===== src/rtl/lfcr_pkg.sv =====
// Shared types, constants and register indexes for the LED frame calibrate and remap unit.
package lfcr_pkg;

	localparam int CHANNELS = 36;
	localparam int CH_AW    = 6;

	localparam logic [5:0]  PWM_BASE_ADDR = 6'h01;
	localparam logic [5:0]  LATCH_ADDR    = 6'h25;
	localparam logic [16:0] RECIP_127     = 17'd66053;  // ceil(2^23 / 127)
	localparam int          RECIP_SHIFT   = 23;

	localparam logic [23:0] SCALING_RESET = 24'h7F7F7F;
	localparam logic [23:0] LIMIT_RESET   = 24'hFFFFFF;
	localparam logic [5:0]  COUNT_RESET   = 6'd36;

	localparam logic OP_CHANNEL  = 1'b0;
	localparam logic OP_MAP_LOAD = 1'b1;

	localparam logic [2:0] REG_CALIB_ENABLE   = 3'd0;
	localparam logic [2:0] REG_PWM_SCALING    = 3'd1;
	localparam logic [2:0] REG_PWM_MAX_LIMIT  = 3'd2;
	localparam logic [2:0] REG_CHANNEL_OFFSET = 3'd3;
	localparam logic [2:0] REG_MAP_COUNT      = 3'd4;

	typedef enum logic [2:0] {
		ST_IDLE,
		ST_CALC,
		ST_READ,
		ST_PWM,
		ST_LATCH
	} lfcr_state_t;

	typedef struct packed {
		logic       take_item;
		logic       take_map;
		logic       step;
		logic [1:0] step_idx;
		logic       rd_map;
		logic       load_pwm;
		logic       load_latch;
	} lfcr_cmd_t;

	typedef struct packed {
		logic final_item;
		logic out_free;
	} lfcr_stat_t;

endpackage


===== src/rtl/led_frame_calibrate_remap_unit.sv =====
// Top level of the LED frame calibrate and remap unit: controller, datapath and port packing.
// A brightness beat is accepted in ST_IDLE, reduced and calibrated in ST_CALC, mapped in
// ST_READ and loaded into the output register in ST_PWM once that is free; the final
// channel adds the update-latch beat from ST_LATCH. No new brightness beat is taken until
// the last has left. Map-load beats are taken one per cycle while idle, with no output.
// Reset (arst_n low) clears the frame position, the map (identity) and the output valid flag.
module led_frame_calibrate_remap_unit
	import lfcr_pkg::*;
(
	input  logic        clk,
	input  logic        arst_n,
	input  logic        cfg_valid,
	output logic        cfg_ready,
	input  logic [2:0]  cfg_index,
	input  logic [23:0] cfg_data,
	input  logic        s_tvalid,
	output logic        s_tready,
	input  logic [23:0] s_tdata,   // brightness[7:0], map_slot[13:8], map_target[19:14], zero pad
	input  logic        s_tuser,   // op
	output logic        m_tvalid,
	input  logic        m_tready,
	output logic [15:0] m_tdata,   // reg_addr[5:0], reg_data[13:6], zero pad
	output logic        m_tlast    // last
);

	lfcr_cmd_t  cmd;
	lfcr_stat_t stat;

	assign cfg_ready = 1'b1;

	lfcr_ctrl u_ctrl (
		.clk      (clk),
		.arst_n   (arst_n),
		.s_tvalid (s_tvalid),
		.s_tuser  (s_tuser),
		.s_tready (s_tready),
		.stat     (stat),
		.cmd      (cmd)
	);

	lfcr_dp u_dp (
		.clk       (clk),
		.arst_n    (arst_n),
		.cfg_valid (cfg_valid),
		.cfg_index (cfg_index),
		.cfg_data  (cfg_data),
		.s_tdata   (s_tdata),
		.cmd       (cmd),
		.stat      (stat),
		.m_tready  (m_tready),
		.m_tvalid  (m_tvalid),
		.m_tdata   (m_tdata),
		.m_tlast   (m_tlast)
	);

endmodule


===== src/rtl/lfcr_ram.sv =====
// Generic single-write, single-read RAM with a registered read port.
module lfcr_ram #(
	parameter int WIDTH = 8,
	parameter int DEPTH = 16,
	parameter int AW    = $clog2(DEPTH)
) (
	input  logic             clk,
	input  logic             wr_en,
	input  logic [AW-1:0]    wr_addr,
	input  logic [WIDTH-1:0] wr_data,
	input  logic             rd_en,
	input  logic [AW-1:0]    rd_addr,
	output logic [WIDTH-1:0] rd_data
);

	logic [WIDTH-1:0] mem_q [DEPTH];

	always_ff @(posedge clk) begin
		if (wr_en) begin
			mem_q[wr_addr] <= wr_data;
		end
		if (rd_en) begin
			rd_data <= mem_q[rd_addr];
		end
	end

endmodule


===== src/rtl/lfcr_ctrl.sv =====
// Controller state machine sequencing one channel byte through the datapath.
module lfcr_ctrl
	import lfcr_pkg::*;
(
	input  logic       clk,
	input  logic       arst_n,
	input  logic       s_tvalid,
	input  logic       s_tuser,
	output logic       s_tready,
	input  lfcr_stat_t stat,
	output lfcr_cmd_t  cmd
);

	lfcr_state_t state_q, state_d;
	logic [1:0]  step_q;

	always_ff @(posedge clk or negedge arst_n) begin
		if (!arst_n) begin
			state_q <= ST_IDLE;
			step_q  <= 2'd0;
		end else begin
			state_q <= state_d;
			step_q  <= (state_q == ST_CALC) ? step_q + 2'd1 : 2'd0;
		end
	end

	always_comb begin
		state_d = state_q;
		case (state_q)
			ST_IDLE: begin
				if (s_tvalid && s_tuser == OP_CHANNEL) state_d = ST_CALC;
			end
			ST_CALC: begin
				if (step_q == 2'd3) state_d = ST_READ;
			end
			ST_READ: state_d = ST_PWM;
			ST_PWM: begin
				if (stat.out_free) state_d = stat.final_item ? ST_LATCH : ST_IDLE;
			end
			ST_LATCH: begin
				if (stat.out_free) state_d = ST_IDLE;
			end
			default: state_d = ST_IDLE;
		endcase
	end

	always_comb begin
		s_tready       = (state_q == ST_IDLE);
		cmd.take_item  = (state_q == ST_IDLE) && s_tvalid && (s_tuser == OP_CHANNEL);
		cmd.take_map   = (state_q == ST_IDLE) && s_tvalid && (s_tuser == OP_MAP_LOAD);
		cmd.step       = (state_q == ST_CALC);
		cmd.step_idx   = step_q;
		cmd.rd_map     = (state_q == ST_READ);
		cmd.load_pwm   = (state_q == ST_PWM) && stat.out_free;
		cmd.load_latch = (state_q == ST_LATCH) && stat.out_free;
	end

endmodule


===== src/rtl/lfcr_dp.sv =====
// Datapath: configuration registers, calibration arithmetic, remainder unit, map and output beat.
module lfcr_dp
	import lfcr_pkg::*;
(
	input  logic        clk,
	input  logic        arst_n,
	input  logic        cfg_valid,
	input  logic [2:0]  cfg_index,
	input  logic [23:0] cfg_data,
	input  logic [23:0] s_tdata,
	input  lfcr_cmd_t   cmd,
	output lfcr_stat_t  stat,
	input  logic        m_tready,
	output logic        m_tvalid,
	output logic [15:0] m_tdata,
	output logic        m_tlast
);

	// Configuration registers.
	logic        calib_q;
	logic [23:0] scaling_q;
	logic [23:0] limit_q;
	logic [5:0]  offset_q;
	logic [5:0]  count_cfg_q;

	always_ff @(posedge clk or negedge arst_n) begin
		if (!arst_n) begin
			calib_q     <= 1'b0;
			scaling_q   <= SCALING_RESET;
			limit_q     <= LIMIT_RESET;
			offset_q    <= 6'd0;
			count_cfg_q <= COUNT_RESET;
		end else if (cfg_valid) begin
			case (cfg_index)
				REG_CALIB_ENABLE:   calib_q     <= cfg_data[0];
				REG_PWM_SCALING:    scaling_q   <= cfg_data;
				REG_PWM_MAX_LIMIT:  limit_q     <= cfg_data;
				REG_CHANNEL_OFFSET: offset_q    <= cfg_data[5:0];
				REG_MAP_COUNT:      count_cfg_q <= cfg_data[5:0];
				default: ;
			endcase
		end
	end

	logic [5:0] eff_count;
	assign eff_count = (count_cfg_q == 6'd0 || count_cfg_q > 6'(CHANNELS)) ?
		6'(CHANNELS) : count_cfg_q;

	// Frame position and its colour (position mod 3) tracked together.
	logic [5:0] pos_q;
	logic [1:0] colour_q;
	logic       is_final;

	assign is_final = (pos_q == 6'(CHANNELS - 1));

	always_ff @(posedge clk or negedge arst_n) begin
		if (!arst_n) begin
			pos_q    <= 6'd0;
			colour_q <= 2'd0;
		end else if (cmd.take_item) begin
			pos_q    <= is_final ? 6'd0 : pos_q + 6'd1;
			colour_q <= (is_final || colour_q == 2'd2) ? 2'd0 : colour_q + 2'd1;
		end
	end

	// Item operands captured on the accepting beat.
	logic [7:0] byte_q;
	logic [7:0] scl_q;
	logic [7:0] lim_q;
	logic       cal_q;
	logic       final_q;
	logic [5:0] count_q;
	logic [6:0] rem_q;
	logic [7:0] scl_sel;
	logic [7:0] lim_sel;

	always_comb begin
		case (colour_q)
			2'd0: begin
				scl_sel = scaling_q[23:16];
				lim_sel = limit_q[23:16];
			end
			2'd1: begin
				scl_sel = scaling_q[15:8];
				lim_sel = limit_q[15:8];
			end
			default: begin
				scl_sel = scaling_q[7:0];
				lim_sel = limit_q[7:0];
			end
		endcase
	end

	// Remainder unit: restoring reduction by count << k, two shift positions per cycle (one on the last).
	logic [2:0]  sh_hi;
	logic [2:0]  sh_lo;
	logic [12:0] div_hi;
	logic [12:0] div_lo;
	logic [6:0]  rem_a;
	logic [6:0]  rem_b;

	always_comb begin
		sh_hi  = 3'd6 - {cmd.step_idx, 1'b0};
		sh_lo  = 3'd5 - {cmd.step_idx, 1'b0};
		div_hi = {7'd0, count_q} << sh_hi;
		div_lo = {7'd0, count_q} << sh_lo;
		rem_a  = ({6'd0, rem_q} >= div_hi) ? rem_q - div_hi[6:0] : rem_q;
		rem_b  = (cmd.step_idx != 2'd3 && {6'd0, rem_a} >= div_lo) ?
			rem_a - div_lo[6:0] : rem_a;
	end

	always_ff @(posedge clk) begin
		if (cmd.take_item) begin
			byte_q  <= s_tdata[7:0];
			scl_q   <= scl_sel;
			lim_q   <= lim_sel;
			cal_q   <= calib_q;
			final_q <= is_final;
			count_q <= eff_count;
			rem_q   <= 7'(pos_q) + 7'(offset_q);
		end else if (cmd.step) begin
			rem_q <= rem_b;
		end
	end

	// Calibration: multiply, divide by 127 through a reciprocal, then clamp; bypassed when disabled.
	logic [15:0] prod_s1;
	logic [9:0]  quot_s2;
	logic [7:0]  data_s3;
	logic [32:0] recip_full;

	assign recip_full = 33'(prod_s1) * 33'(RECIP_127);

	always_ff @(posedge clk) begin
		if (cmd.step && cmd.step_idx == 2'd0) begin
			prod_s1 <= 16'(byte_q) * 16'(scl_q);
		end
		if (cmd.step && cmd.step_idx == 2'd1) begin
			quot_s2 <= recip_full[RECIP_SHIFT +: 10];
		end
		if (cmd.step && cmd.step_idx == 2'd2) begin
			if (!cal_q) begin
				data_s3 <= byte_q;
			end else if (quot_s2 < {2'b00, lim_q}) begin
				data_s3 <= quot_s2[7:0];
			end else begin
				data_s3 <= lim_q;
			end
		end
	end

	// Channel map: RAM plus a written flag per entry; an unwritten entry reads as its index.
	logic [5:0] map_slot;
	logic [5:0] map_target;
	logic       map_wr;
	logic [5:0] map_wdata;
	logic [5:0] map_rdata;
	logic       written_q [CHANNELS];
	logic       hit_s;

	assign map_slot   = s_tdata[13:8];
	assign map_target = s_tdata[19:14];
	assign map_wr     = cmd.take_map && (map_slot < 6'(CHANNELS));
	assign map_wdata  = (map_target < eff_count) ? map_target : map_slot;

	always_ff @(posedge clk or negedge arst_n) begin
		if (!arst_n) begin
			for (int i = 0; i < CHANNELS; i++) written_q[i] <= 1'b0;
		end else if (map_wr) begin
			written_q[map_slot] <= 1'b1;
		end
	end

	always_ff @(posedge clk) begin
		if (cmd.rd_map) begin
			hit_s <= written_q[rem_q[CH_AW-1:0]];
		end
	end

	lfcr_ram #(
		.WIDTH(6),
		.DEPTH(CHANNELS)
	) u_map_ram (
		.clk     (clk),
		.wr_en   (map_wr),
		.wr_addr (map_slot),
		.wr_data (map_wdata),
		.rd_en   (cmd.rd_map),
		.rd_addr (rem_q[CH_AW-1:0]),
		.rd_data (map_rdata)
	);

	// Output register.
	logic       out_valid_q;
	logic [5:0] addr_q;
	logic [7:0] odata_q;
	logic       olast_q;
	logic [5:0] chan;

	assign chan = hit_s ? map_rdata : rem_q[5:0];

	always_ff @(posedge clk or negedge arst_n) begin
		if (!arst_n) begin
			out_valid_q <= 1'b0;
		end else if (cmd.load_pwm || cmd.load_latch) begin
			out_valid_q <= 1'b1;
		end else if (m_tready) begin
			out_valid_q <= 1'b0;
		end
	end

	always_ff @(posedge clk) begin
		if (cmd.load_pwm) begin
			addr_q  <= PWM_BASE_ADDR + chan;
			odata_q <= data_s3;
			olast_q <= !final_q;
		end else if (cmd.load_latch) begin
			addr_q  <= LATCH_ADDR;
			odata_q <= 8'd0;
			olast_q <= 1'b1;
		end
	end

	assign m_tvalid        = out_valid_q;
	assign m_tdata         = {2'b00, odata_q, addr_q};
	assign m_tlast         = olast_q;
	assign stat.out_free   = !out_valid_q || m_tready;
	assign stat.final_item = final_q;

	a_rem_reduced: assert property (@(posedge clk) disable iff (!arst_n)
		cmd.rd_map |-> (rem_q < {1'b0, count_q}))
		else $error("map index not reduced below map count");

	a_pos_range: assert property (@(posedge clk) disable iff (!arst_n)
		(pos_q < 6'(CHANNELS)) && (colour_q != 2'd3))
		else $error("frame position or colour out of range");

	a_latch_after_final: assert property (@(posedge clk) disable iff (!arst_n)
		cmd.load_latch |-> final_q)
		else $error("update latch beat for an item that did not end the frame");

endmodule

===== config.mk =====
export PLATFORM = sky130hd
export DESIGN_NAME = led_frame_calibrate_remap_unit
export DESIGN_NICKNAME = d
export VERILOG_FILES = /design/src/rtl/lfcr_pkg.sv /design/src/rtl/led_frame_calibrate_remap_unit.sv /design/src/rtl/lfcr_ram.sv /design/src/rtl/lfcr_ctrl.sv /design/src/rtl/lfcr_dp.sv
export SDC_FILE = /design/constraint.sdc
export NUM_CORES = 1
export LEC_CHECK = 0
export ABC_AREA = 0
export BUFFER_PORTS_ARGS = -buffer_cell sky130_fd_sc_hd__buf_2
export CORE_MARGIN = 4
export CORE_UTILIZATION = 68
export DETAILED_ROUTE_END_ITERATION = 7
export PLACE_DENSITY_LB_ADDON = 0.12
export SLEW_MARGIN = 20
export SYNTH_ARGS = -nofsm -noshare
export SYNTH_HDL_FRONTEND = slang
export SYNTH_SLANG_ARGS = --single-unit
export TNS_END_PERCENT = 1

===== constraint.sdc =====
create_clock -name clk -period 11.9 [get_ports clk]
set_input_delay 1.19 -clock clk [delete_from_list [all_inputs] [get_ports clk]]
set_output_delay 1.19 -clock clk [all_outputs]
set_load 0.02 [all_outputs]

# Word-level counts from Yosys, hierarchy flattened
# Memories as Yosys holds them, arrays and structs flattened. A register that Yosys moved wholly into a read port is not among the register bits.
# Cells that the tools add are included.
# word_totals
regBits	200
n_memories	1
mem_bits_rw	216
out_inout_bits	20
wordCells	173
in_bits	57
# memory_table
name	words	word_bits	rd	rd_clocked_by_memory_dff	write_ports	line	source
u_dp.u_map_ram.mem_q	36	6	1	1	1	lfcr_ram.sv:16	logic [WIDTH-1:0] mem_q [DEPTH];
# classes
order_cmp	9
mul	2
n_addsub	9
reduce_logical	32
shifts	2
bitwise	4
eq_ne	19
muxes	35
# op_table
operator	count
$mux 6	6
$or 36x36->36	1
$mul 16x17->33 const B	1
$mux 8	4
$pmux 8 s2	2
$mux 7	4
$ge 7x13->1	2
$shl 6x3->13	2
$mul 8x8->16	1
$mux 3	5
$pmux 3 s5	1
$ge 7x7->1 const B	2
$not 6->7	2
$sub 7x7->7	2
$eq 3x2->1 const B	4
$logic_and 1x1->1	12
$lt 10x8->1	1
$reduce_and 2->1	5
$mux 1	9
$add 6x6->7	1
$lt 7x1->1 const B	1
$add 1x6->6 const A	1
$add 6x1->6 const B	1
$bmux 1 s6	1
22 further kinds	41

# Longest topological paths before layout
# Gate-level depths: netlist of run 1.
# logic_depth
depth_word	9
mapped_depth	19
mapped_depth_nobuf	17

# Cells and area by module
# From an unflattened synthesis of run 1, not the netlist that was laid out.
# unflattened
hier_cells	1754
hier_area_um2	22855.7
# modules_own_cells
module	instances	area_per_inst_um2	cells_each	seq_area_each_um2
lfcr_dp	1	13689.4	1237	5383.9
lfcr_ram	1	8876.0	486	6666.4
lfcr_ctrl	1	279.0	29	125.1
led_frame_calibrate_remap_unit	1	11.3	2	0.0

# Least setup slack after synthesis of run 1
# OpenSTA, ideal clock, no wires.
# synth_timing
path_kind	reg-to-reg
startpoint	register u_ctrl.step_q[0]
endpoint	register u_dp.rem_q[3] (data pin)
t_required_ns	11.642
period_less_slack_ns	4.548
path_buffers	2
setup_slack_ns	7.352
arrival_ns	4.290
path_stages_with_launch	19
cell_sequence	dfrtp_1 clkbuf_1 clkbuf_1 nand3_1 ha_1 nor2b_2 o21ai_2 a31oi_1 o21ai_0 a211oi_4 mux2_2 ha_1 o21a_1 o21a_1 o21a_1 o211ai_1 a21oi_1 or2_2 o221a_2
# synth_between
elab_chain_cells	9
word_cells_on_any_way	14
classes_between	4 x add/sub; 2 x order compare; 1 x eq/ne; 2 x shift; 4 x mux; 1 x reduce/logical
# synth_lines
item	line	source
start: declaration	lfcr_ctrl.sv:15	logic [1:0] step_q;
start signal: assignment	lfcr_ctrl.sv:23	step_q <= (state_q == ST_CALC) ? step_q + 2'd1 : 2'd0;
$sub 3x3->3	lfcr_dp.sv:103	sh_hi = 3'd6 - {cmd.step_idx, 1'b0};
$shl 6x3->13	lfcr_dp.sv:105	div_hi = {7'd0, count_q} << sh_hi;
$ge 7x13->1 or $sub 7x7->7 (tied branches)	lfcr_dp.sv:107	rem_a = ({6'd0, rem_q} >= div_hi) ? rem_q - div_hi[6:0] : rem_q;
$mux 7	lfcr_dp.sv:107	
$ge 7x13->1	lfcr_dp.sv:108	rem_b = (cmd.step_idx != 2'd3 && {6'd0, rem_a} >= div_lo) ?
$logic_and 1x1->1	lfcr_dp.sv:108	
$mux 7 *	lfcr_dp.sv:108	
$mux 7 *	lfcr_dp.sv:121	end else if (cmd.step) begin
$mux 7 *	lfcr_dp.sv:113	if (cmd.take_item) begin
end signal: assignment	lfcr_dp.sv:120	rem_q <= 7'(pos_q) + 7'(offset_q);
end signal: assignment	lfcr_dp.sv:122	rem_q <= rem_b;
end: declaration	lfcr_dp.sv:73	logic [6:0] rem_q;
# Mark *: on every way between the ends. The rest lies on a longest branch, timed or not. The select of a mux whose other input is x is not followed.
# A chain may end at the register's enable or synchronous reset.

# Worst setup path after layout of run 1
# layout_timing
startpoint	register u_dp.rem_q[0]
endpoint	register u_dp.rem_q[5] (data pin)
# layout_between
elab_chain_cells	7
word_cells_on_any_way	9
classes_between	2 x add/sub; 2 x order compare; 4 x mux; 1 x reduce/logical
# layout_lines
item	line
$ge 7x13->1 or $sub 7x7->7 (tied branches)	lfcr_dp.sv:107
$mux 7 *	lfcr_dp.sv:107
$ge 7x13->1	lfcr_dp.sv:108
$logic_and 1x1->1	lfcr_dp.sv:108
$mux 7 *	lfcr_dp.sv:108
$mux 7 *	lfcr_dp.sv:121
$mux 7 *	lfcr_dp.sv:113
# Marks and branches as above.

==> flow_summary.ini, run 1 <==
[grt]
gr-total-overflow = 0
grt_first_pass_wirelength_um = 75150
grt_max_degree = 66
grt_pass1_vias = 13500
antenna_found_initial = 1
grt_use_total_pct = 27.11

[yosys]
async_flop_share_pct = 26.30
synth_top_family_by_area = adder cells
synthCells = 1572
synth_compound_area_share_pct = 5.085
synth_most_common_cell = edfxtp_1
synth_adder_area_share_pct = 14.04
synth_top_area_share_pct = 42.36
ys_ff_latch = 422
synth-xor-area-share_pct = 1.192
synth-simple-area-share_pct = 8.269
synth-seq-area-share_pct = 55.22
yosys_most_used_dff = edfxtp_1
synth_edf_count = 311
yosysUniqueCellTypes = 68
yosysTopAreaCell = edfxtp_1
synth.avg_cell_area_um2 = 14.03
synth_mux_area_share_pct = 12.65
syn_area_um2 = 22050
synth_top_cells_by_count = edfxtp_1, ha_1, inv_1, nand2_1, nor2_1
yosys-top-cells-area = edfxtp_1, ha_1, mux4_2
synth_warnings = 0

[timing]
tightest_slew_ns = 1.059
finClkSkew_ns = 0.01768
min_period_ns = 5.071
finalHoldViolCount = 0
maxSlewViolCount = 0
rsz0062_at_grt = false
tns_ns = 0
fmax_ghz = 0.1972
maxSlewHeadroom_pct = 28.85
layout_setup_ws_ns = 6.829
setup_viol_count_final = 0
period_share_pct = 42.61

[floorplanning]
core_um2 = 31800
die_y_um = 188.1
rows = 65
dieArea_um2 = 35370
start_util_pct = 69.33
io_pins = 77
die_w_um = 188.1

[clocking]
cts-hold-fix-buffers = 0
tritoncts = done
postCtsSetupRepairBufs = 0
clock_latency_ns = 0.55
cts-root-buf = clkbuf_16
post_cts_resized = 0
cts_buffers = 43
cts_max_path_buffers = 3
clk_pin_slew_ns = 0.06
htreeDepth = 2
cts.sinks = 422

[layout]
drive_above_1_share_pct = 24.00
nets = 1916
n_antenna_cell = 0
area_growth_pct = 9.784

[setup_path]
required_ns = 12.18
r2r_start = u_dp.rem_q[0]
critical-path-top-delay-family = compound AO/OA/AOI/OAI gates
critPathSlowestCell = buf_4
r2r_cells = 17
critPathMostFrequentCell = o21a_1
endpoint_kind = flip-flop
cp_num_buf_inv = 2
crit_type = reg -> reg
rr_endpoint = u_dp.rem_q[5]
cpPeakStageDelay_ns = 0.57
arrival_ns = 5.35
critPathLaunchType = flip-flop
cp_max_fo = 35
path_cells = buf_4 -> inv_1 -> ha_1 -> nor2b_2 -> o21ai_2 -> a31oi_1 -> o21ai_0 -> a211oi_4 -> mux2i_1 -> ha_1 -> o21a_1 -> o21a_1 -> o21a_1 -> o21a_1 -> o21ai_0 -> o21a_1 -> a21oi_1
r2r_setup_slack_ns = 6.83

[routing]
drc = 0
vias_per_cell = 6.202
wl_um = 46890
antenna_left = 0
vias = 13090
dr.pass1.iters = 5
post_drt_wl_per_cell_um = 22.22
drt_iter0_drc = 1187

[min_path]
min_path_cells = 1
hold_end = u_dp.written_q[11]
hold_path_class = reg -> reg
min_from = u_dp.written_q[11]

[pwr]
power_frac_seq_pct = 32.3
p_clk_share_pct = 20.6
cellPowerDensity_nw_per_um2 = 272.7
p_comb_share_pct = 47.1
switching_share_pct = 37.61
p_int_mw = 4.117
power_switching_mw = 2.482
total_leakage_power_nw = 9.897
ir_worst_vdd_mv = 0.2116

[place]
post-place-ws_ns = 6.984
gp_congestion = 0.8823
hpwlAfterDp_um = 31550
port_buffers = 69

[run]
drv_cap = 0

[status]
outcome = complete, no violations
power by group through the flow:
stage	Sequential [mW]	Combinational [mW]	Clock [mW]
global placement	2.14	2.94	0
floorplan	2.07	2.36	0
finish	2.13	3.11	1.36
global route	2.15	3.56	1.44
detailed placement	2.15	3.06	0
CTS	2.13	3.13	1.37
area by class of cell:
type / instances / area, µm²
clock buffers: 66 / 1315
well taps: 435 / 544.3
repair buffers: 77 / 407.9
clock inverters: 13 / 135.1
inverters: 136 / 510.5
multi-input cells: 961 / 9116
flip-flops and latches: 422 / 12180
fillers: 1920 / 7595
kinds of logic (layout without fill, tap and decap cells):
group | after synthesis | in the layout
compound gates | 170 | 170
other cells | 2 | 3
mux | 173 | 173
buf+inv | 190 | 292
xor+xnor | 30 | 30
simple gates | 367 | 367
fa+ha+maj | 218 | 218
flops | 422 | 422
flip-flops by register name, indices dropped and copies added (netlist names), 8 cells and up:
signal and count:
u_dp.prod_s1 16, u_dp.scaling_q 24, u_dp.odata_q 8, u_dp.limit_q 24, u_dp.lim_q 8, u_dp.quot_s2 10, u_dp.byte_q 8, u_dp.u_map_ram.mem_q 216
u_dp.scl_q 8, u_dp.data_s3 8, u_dp.written_q 36
layer usage:
layer / vias up / share of wire (%) / global-route usage (%)
met2: 570 / 47 / 42.15
met5: - / 0.023 / 0
li1: 5857 / - / -
met3: 86 / 8.8 / 5.436
met4: 2 / 2.5 / 7.086
met1: 6572 / 42 / 40.10
how the worst max path moves through the flow:
stage | end | cells past startpoint | from
global placement | u_dp.rem_q[5] | 17 | u_dp.rem_q[0]
global route | u_dp.rem_q[5] | 17 | u_dp.rem_q[0]
floorplan | u_dp.rem_q[3] | 18 | u_ctrl.step_q[0]
CTS | u_dp.rem_q[5] | 17 | u_dp.rem_q[0]
finish | u_dp.rem_q[5] | 17 | u_dp.rem_q[0]
detailed placement | u_dp.rem_q[5] | 17 | u_dp.rem_q[0]
through the flow:
step	hold WS (ns)	std cells	utilization, %	cell area [µm²]	power [mW]
6_report	0.4650	2110	76.12	24200	6.600
4_1_cts	0.4672	2110	76.08	24190	6.629
2_1_floorplan	0.4211	1573	-	22050	4.430
3_5_place_dp	0.4467	2031	71.52	22740	5.207
3_3_place_gp	0.4443	2031	71.52	22740	5.083
5_1_grt	0.4795	2110	76.12	24200	7.157
worst reg2reg max path, cell delays in order (launching register included):
cell and delay, ns:
edfxtp_1 0.32, buf_4 0.57, inv_1 0.24, ha_1 0.30
nor2b_2 0.15, o21ai_2 0.09, a31oi_1 0.22, o21ai_0 0.18
a211oi_4 0.54, mux2i_1 0.38, ha_1 0.31, o21a_1 0.21
o21a_1 0.18, o21a_1 0.20, o21a_1 0.19, o21ai_0 0.46
o21a_1 0.20, a21oi_1 0.06
layout by cell type, fill, tap and decap left out, drive strengths merged, types with 3 or more instances in the layout:
cell type	n
a211oi	5
a21o	7
a21oi	48
a22oi	17
a31o	3
a31oi	6
and2	50
and3	5
buf	77
clkbuf	66
clkinv	8
conb	3
dfrtp	64
dfstp	47
edfxtp	311
fa	49
ha	169
inv	138
mux2	75
mux2i	21
mux4	77
nand2	111
nand2b	8
nand3	12
nand3b	6
nand4	6
nor2	78
nor2b	12
nor3	20
o211ai	5
o21a	14
o21ai	36
o21bai	4
o22ai	3
o31ai	3
or2	39
or3	11
xnor2	21
xor2	9
Power figures use the tool's default switching activity.
==> run 2: changes to the inputs <==
--- a/config.mk
+++ b/config.mk
@@ -5,10 +5,10 @@
 export SDC_FILE = /design/constraint.sdc
 export NUM_CORES = 1
 export LEC_CHECK = 0
-export ABC_AREA = 0
+export ABC_AREA = 1
 export BUFFER_PORTS_ARGS = -buffer_cell sky130_fd_sc_hd__buf_2
 export CORE_MARGIN = 4
-export CORE_UTILIZATION = 68
+export CORE_UTILIZATION = 63
 export DETAILED_ROUTE_END_ITERATION = 7
 export PLACE_DENSITY_LB_ADDON = 0.12
 export SLEW_MARGIN = 20
==> constraint.sdc (replaced) <==
create_clock -name clk -period 5 [get_ports clk]
set_input_delay 0.5 -clock clk [delete_from_list [all_inputs] [get_ports clk]]
set_output_delay 0.5 -clock clk [all_outputs]
set_load 0.02 [all_outputs]
==> flow_summary.ini, run 2 <==
[yosys]
yosysTopAreaCell = edfxtp_1
synth_edf_count = 311
synth_most_common_cell = nand2_1
synth_top_cells_by_count = nand2_1, edfxtp_1, inv_1, o21ai_0, nor2_1
yosys_most_used_dff = edfxtp_1
synth_top_family_by_area = simple AND/OR/NAND/NOR gates
yosysUniqueCellTypes = 50
synth_warnings = 0
synth_mux_area_share_pct = 0
ys_ff_latch = 422
synth_top_area_share_pct = 40.03
synth-simple-area-share_pct = 16.19
synth_compound_area_share_pct = 10.24
synth_adder_area_share_pct = 13.27
synthCells = 2413
synth-xor-area-share_pct = 1.126
synth.avg_cell_area_um2 = 9.667
yosys-top-cells-area = edfxtp_1, ha_1, nand2_1
syn_area_um2 = 23330
async_flop_share_pct = 26.30
synth-seq-area-share_pct = 52.19

[clocking]
cts_max_path_buffers = 3
cts.sinks = 422
cts_buffers = 44
tritoncts = done
htreeDepth = 2
cts-hold-fix-buffers = 0
clk_pin_slew_ns = 0.06
post_cts_resized = 0
clock_latency_ns = 0.57
postCtsSetupRepairBufs = 0
cts-root-buf = clkbuf_16

[setup_path]
path_cells = nand2_1 -> fa_1 -> inv_1 -> fa_1 -> inv_1 -> fa_1 -> fa_1 -> inv_1 -> ha_1 -> nand2_1 -> nor3_1 -> nand2_1 -> nand2_1 -> nand2_1 -> nand2_1 -> a21oi_1 -> xor2_1
critPathSlowestCell = edfxtp_1
cp_max_fo = 9
required_ns = 5.31
rr_endpoint = u_dp.prod_s1[14]
critPathLaunchType = flip-flop
r2r_start = u_dp.byte_q[2]
critPathMostFrequentCell = nand2_1
endpoint_kind = flip-flop
cpPeakStageDelay_ns = 0.59
r2r_setup_slack_ns = 0.61
r2r_cells = 17
crit_type = reg -> reg
arrival_ns = 4.70

[layout]
layout_common_cells = nand2_1, edfxtp_1, inv_1
n_antenna_cell = 0
biggestRegsByFlops = u_dp.u_map_ram.mem_q: 216 flops, u_dp.written_q: 36 flops
instances_no_fill = 2953
nets = 2725
largest_reg_flops = 216
top_register = u_dp.u_map_ram.mem_q
drive_above_1_share_pct = 9.618
final_common_cell = nand2_1
area_growth_pct = 9.113
final_util_pct = 69.52

[timing]
min_period_ns = 4.394
period_share_pct = 87.89
finalHoldViolCount = 0
tns_ns = 0
rsz0062_at_grt = false
finClkSkew_ns = 0.01465
maxSlewViolCount = 0
setup_viol_count_final = 0
holdWs_ns = 0.05458
tightest_slew_ns = 0.9182
fmax_ghz = 0.2276
maxSlewHeadroom_pct = 38.78

[routing]
dr.pass1.iters = 6
antenna_left = 0
wl_um = 53540
vias = 16990
drc = 0
vias_per_cell = 5.754
drt_iter0_drc = 1379
post_drt_wl_per_cell_um = 18.13

[status]
outcome = complete, no violations

[floorplanning]
io_pins = 77
rows = 70
dieArea_um2 = 40170
die_y_um = 200.4
start_util_pct = 63.72
die_w_um = 200.4
core_um2 = 36610

[min_path]
hold_path_class = in -> async

[place]
gp_congestion = 0.9202
hpwlAfterDp_um = 37260
dp_cells = 2872
port_buffers = 69

[grt]
grt_pass1_vias = 16640
antenna_found_initial = 1
grt_max_degree = 89
grt_first_pass_wirelength_um = 86490
gr-total-overflow = 0
grt_use_total_pct = 26.64

[run]
drv_cap = 0

[pwr]
total_leakage_power_nw = 11.39
cellPowerDensity_nw_per_um2 = 716.8
ir_worst_vdd_mv = 0.4691
[run 2: power breakdown]
group / leakage (nW) / internal, mW / switching [mW]
clock network: 0.723 / 2.02 / 1.35
registers: 4.08 / 4.61 / 0.440
logic: 6.59 / 3.40 / 6.43
total: 11.4 / 10.0 / 8.22
[run 2: per-stage QoR]
step                      setup WS [ns]  power, mW  cell area [µm²]
after floorplan                  0.8768      12.29            23330
after global placement           0.6533      14.56            23960
after detailed placement         0.6279      14.86            23960
after CTS                        0.6177      18.29            25450
after global routing             0.3057      19.99            25450
final                            0.6057      18.24            25450
[run 2: worst max path at each step]
stage	cells after the start	to	slack, ns	from
after floorplan	17	u_dp.prod_s1[14]	0.88	u_dp.byte_q[2]
after global placement	17	u_dp.prod_s1[14]	0.65	u_dp.byte_q[2]
after detailed placement	17	u_dp.prod_s1[14]	0.63	u_dp.byte_q[2]
after CTS	17	u_dp.prod_s1[14]	0.62	u_dp.byte_q[2]
after global routing	24	u_dp.rem_q[3]	0.31	u_ctrl.step_q[0]
final	17	u_dp.prod_s1[14]	0.61	u_dp.byte_q[2]
[run 2: per-layer routing]
layer,share of wire [%],up-vias,track usage (%)
li1,-,8178,-
met1,44,8180,39.27
met2,46,555,42.16
met3,7.1,76,3.990
met4,2.0,2,7.104
met5,0.024,-,0
[run 2: kinds of logic (layout without fill, tap and decap cells)]
kind of cell | Yosys count | in the layout
AOI/OAI and AO/OA | 428 | 428
xor gates and xnor gates | 30 | 30
adders and majority gates | 218 | 218
buffers and inverters | 413 | 484
DFF | 422 | 422
other | 2 | 3
and+or+nand+nor | 900 | 900
[run 2: layout make-up]
type	instances	area, µm²
Tap cell	468	585.6
Sequential cell	422	12180
Fill cell	2799	11160
Clock inverter	21	272.8
Inverter	317	1190
Multi-Input combinational cell	1579	9542
Clock buffer	60	1212
Timing Repair Buffer	86	475.5
[run 2: worst max-delay path, delay by kind of cell (launching register included)]
| family | cells | cell delay [ns] |
|---|---|---|
| buffers and inverters | 3 | 0.15 |
| XOR/XNOR | 1 | 0.14 |
| adder cells (fa/ha/maj) | 5 | 2.46 |
| flip-flops | 1 | 0.59 |
| AO/OA/AOI/OAI | 1 | 0.08 |
| AND/OR/NAND/NOR | 7 | 0.70 |
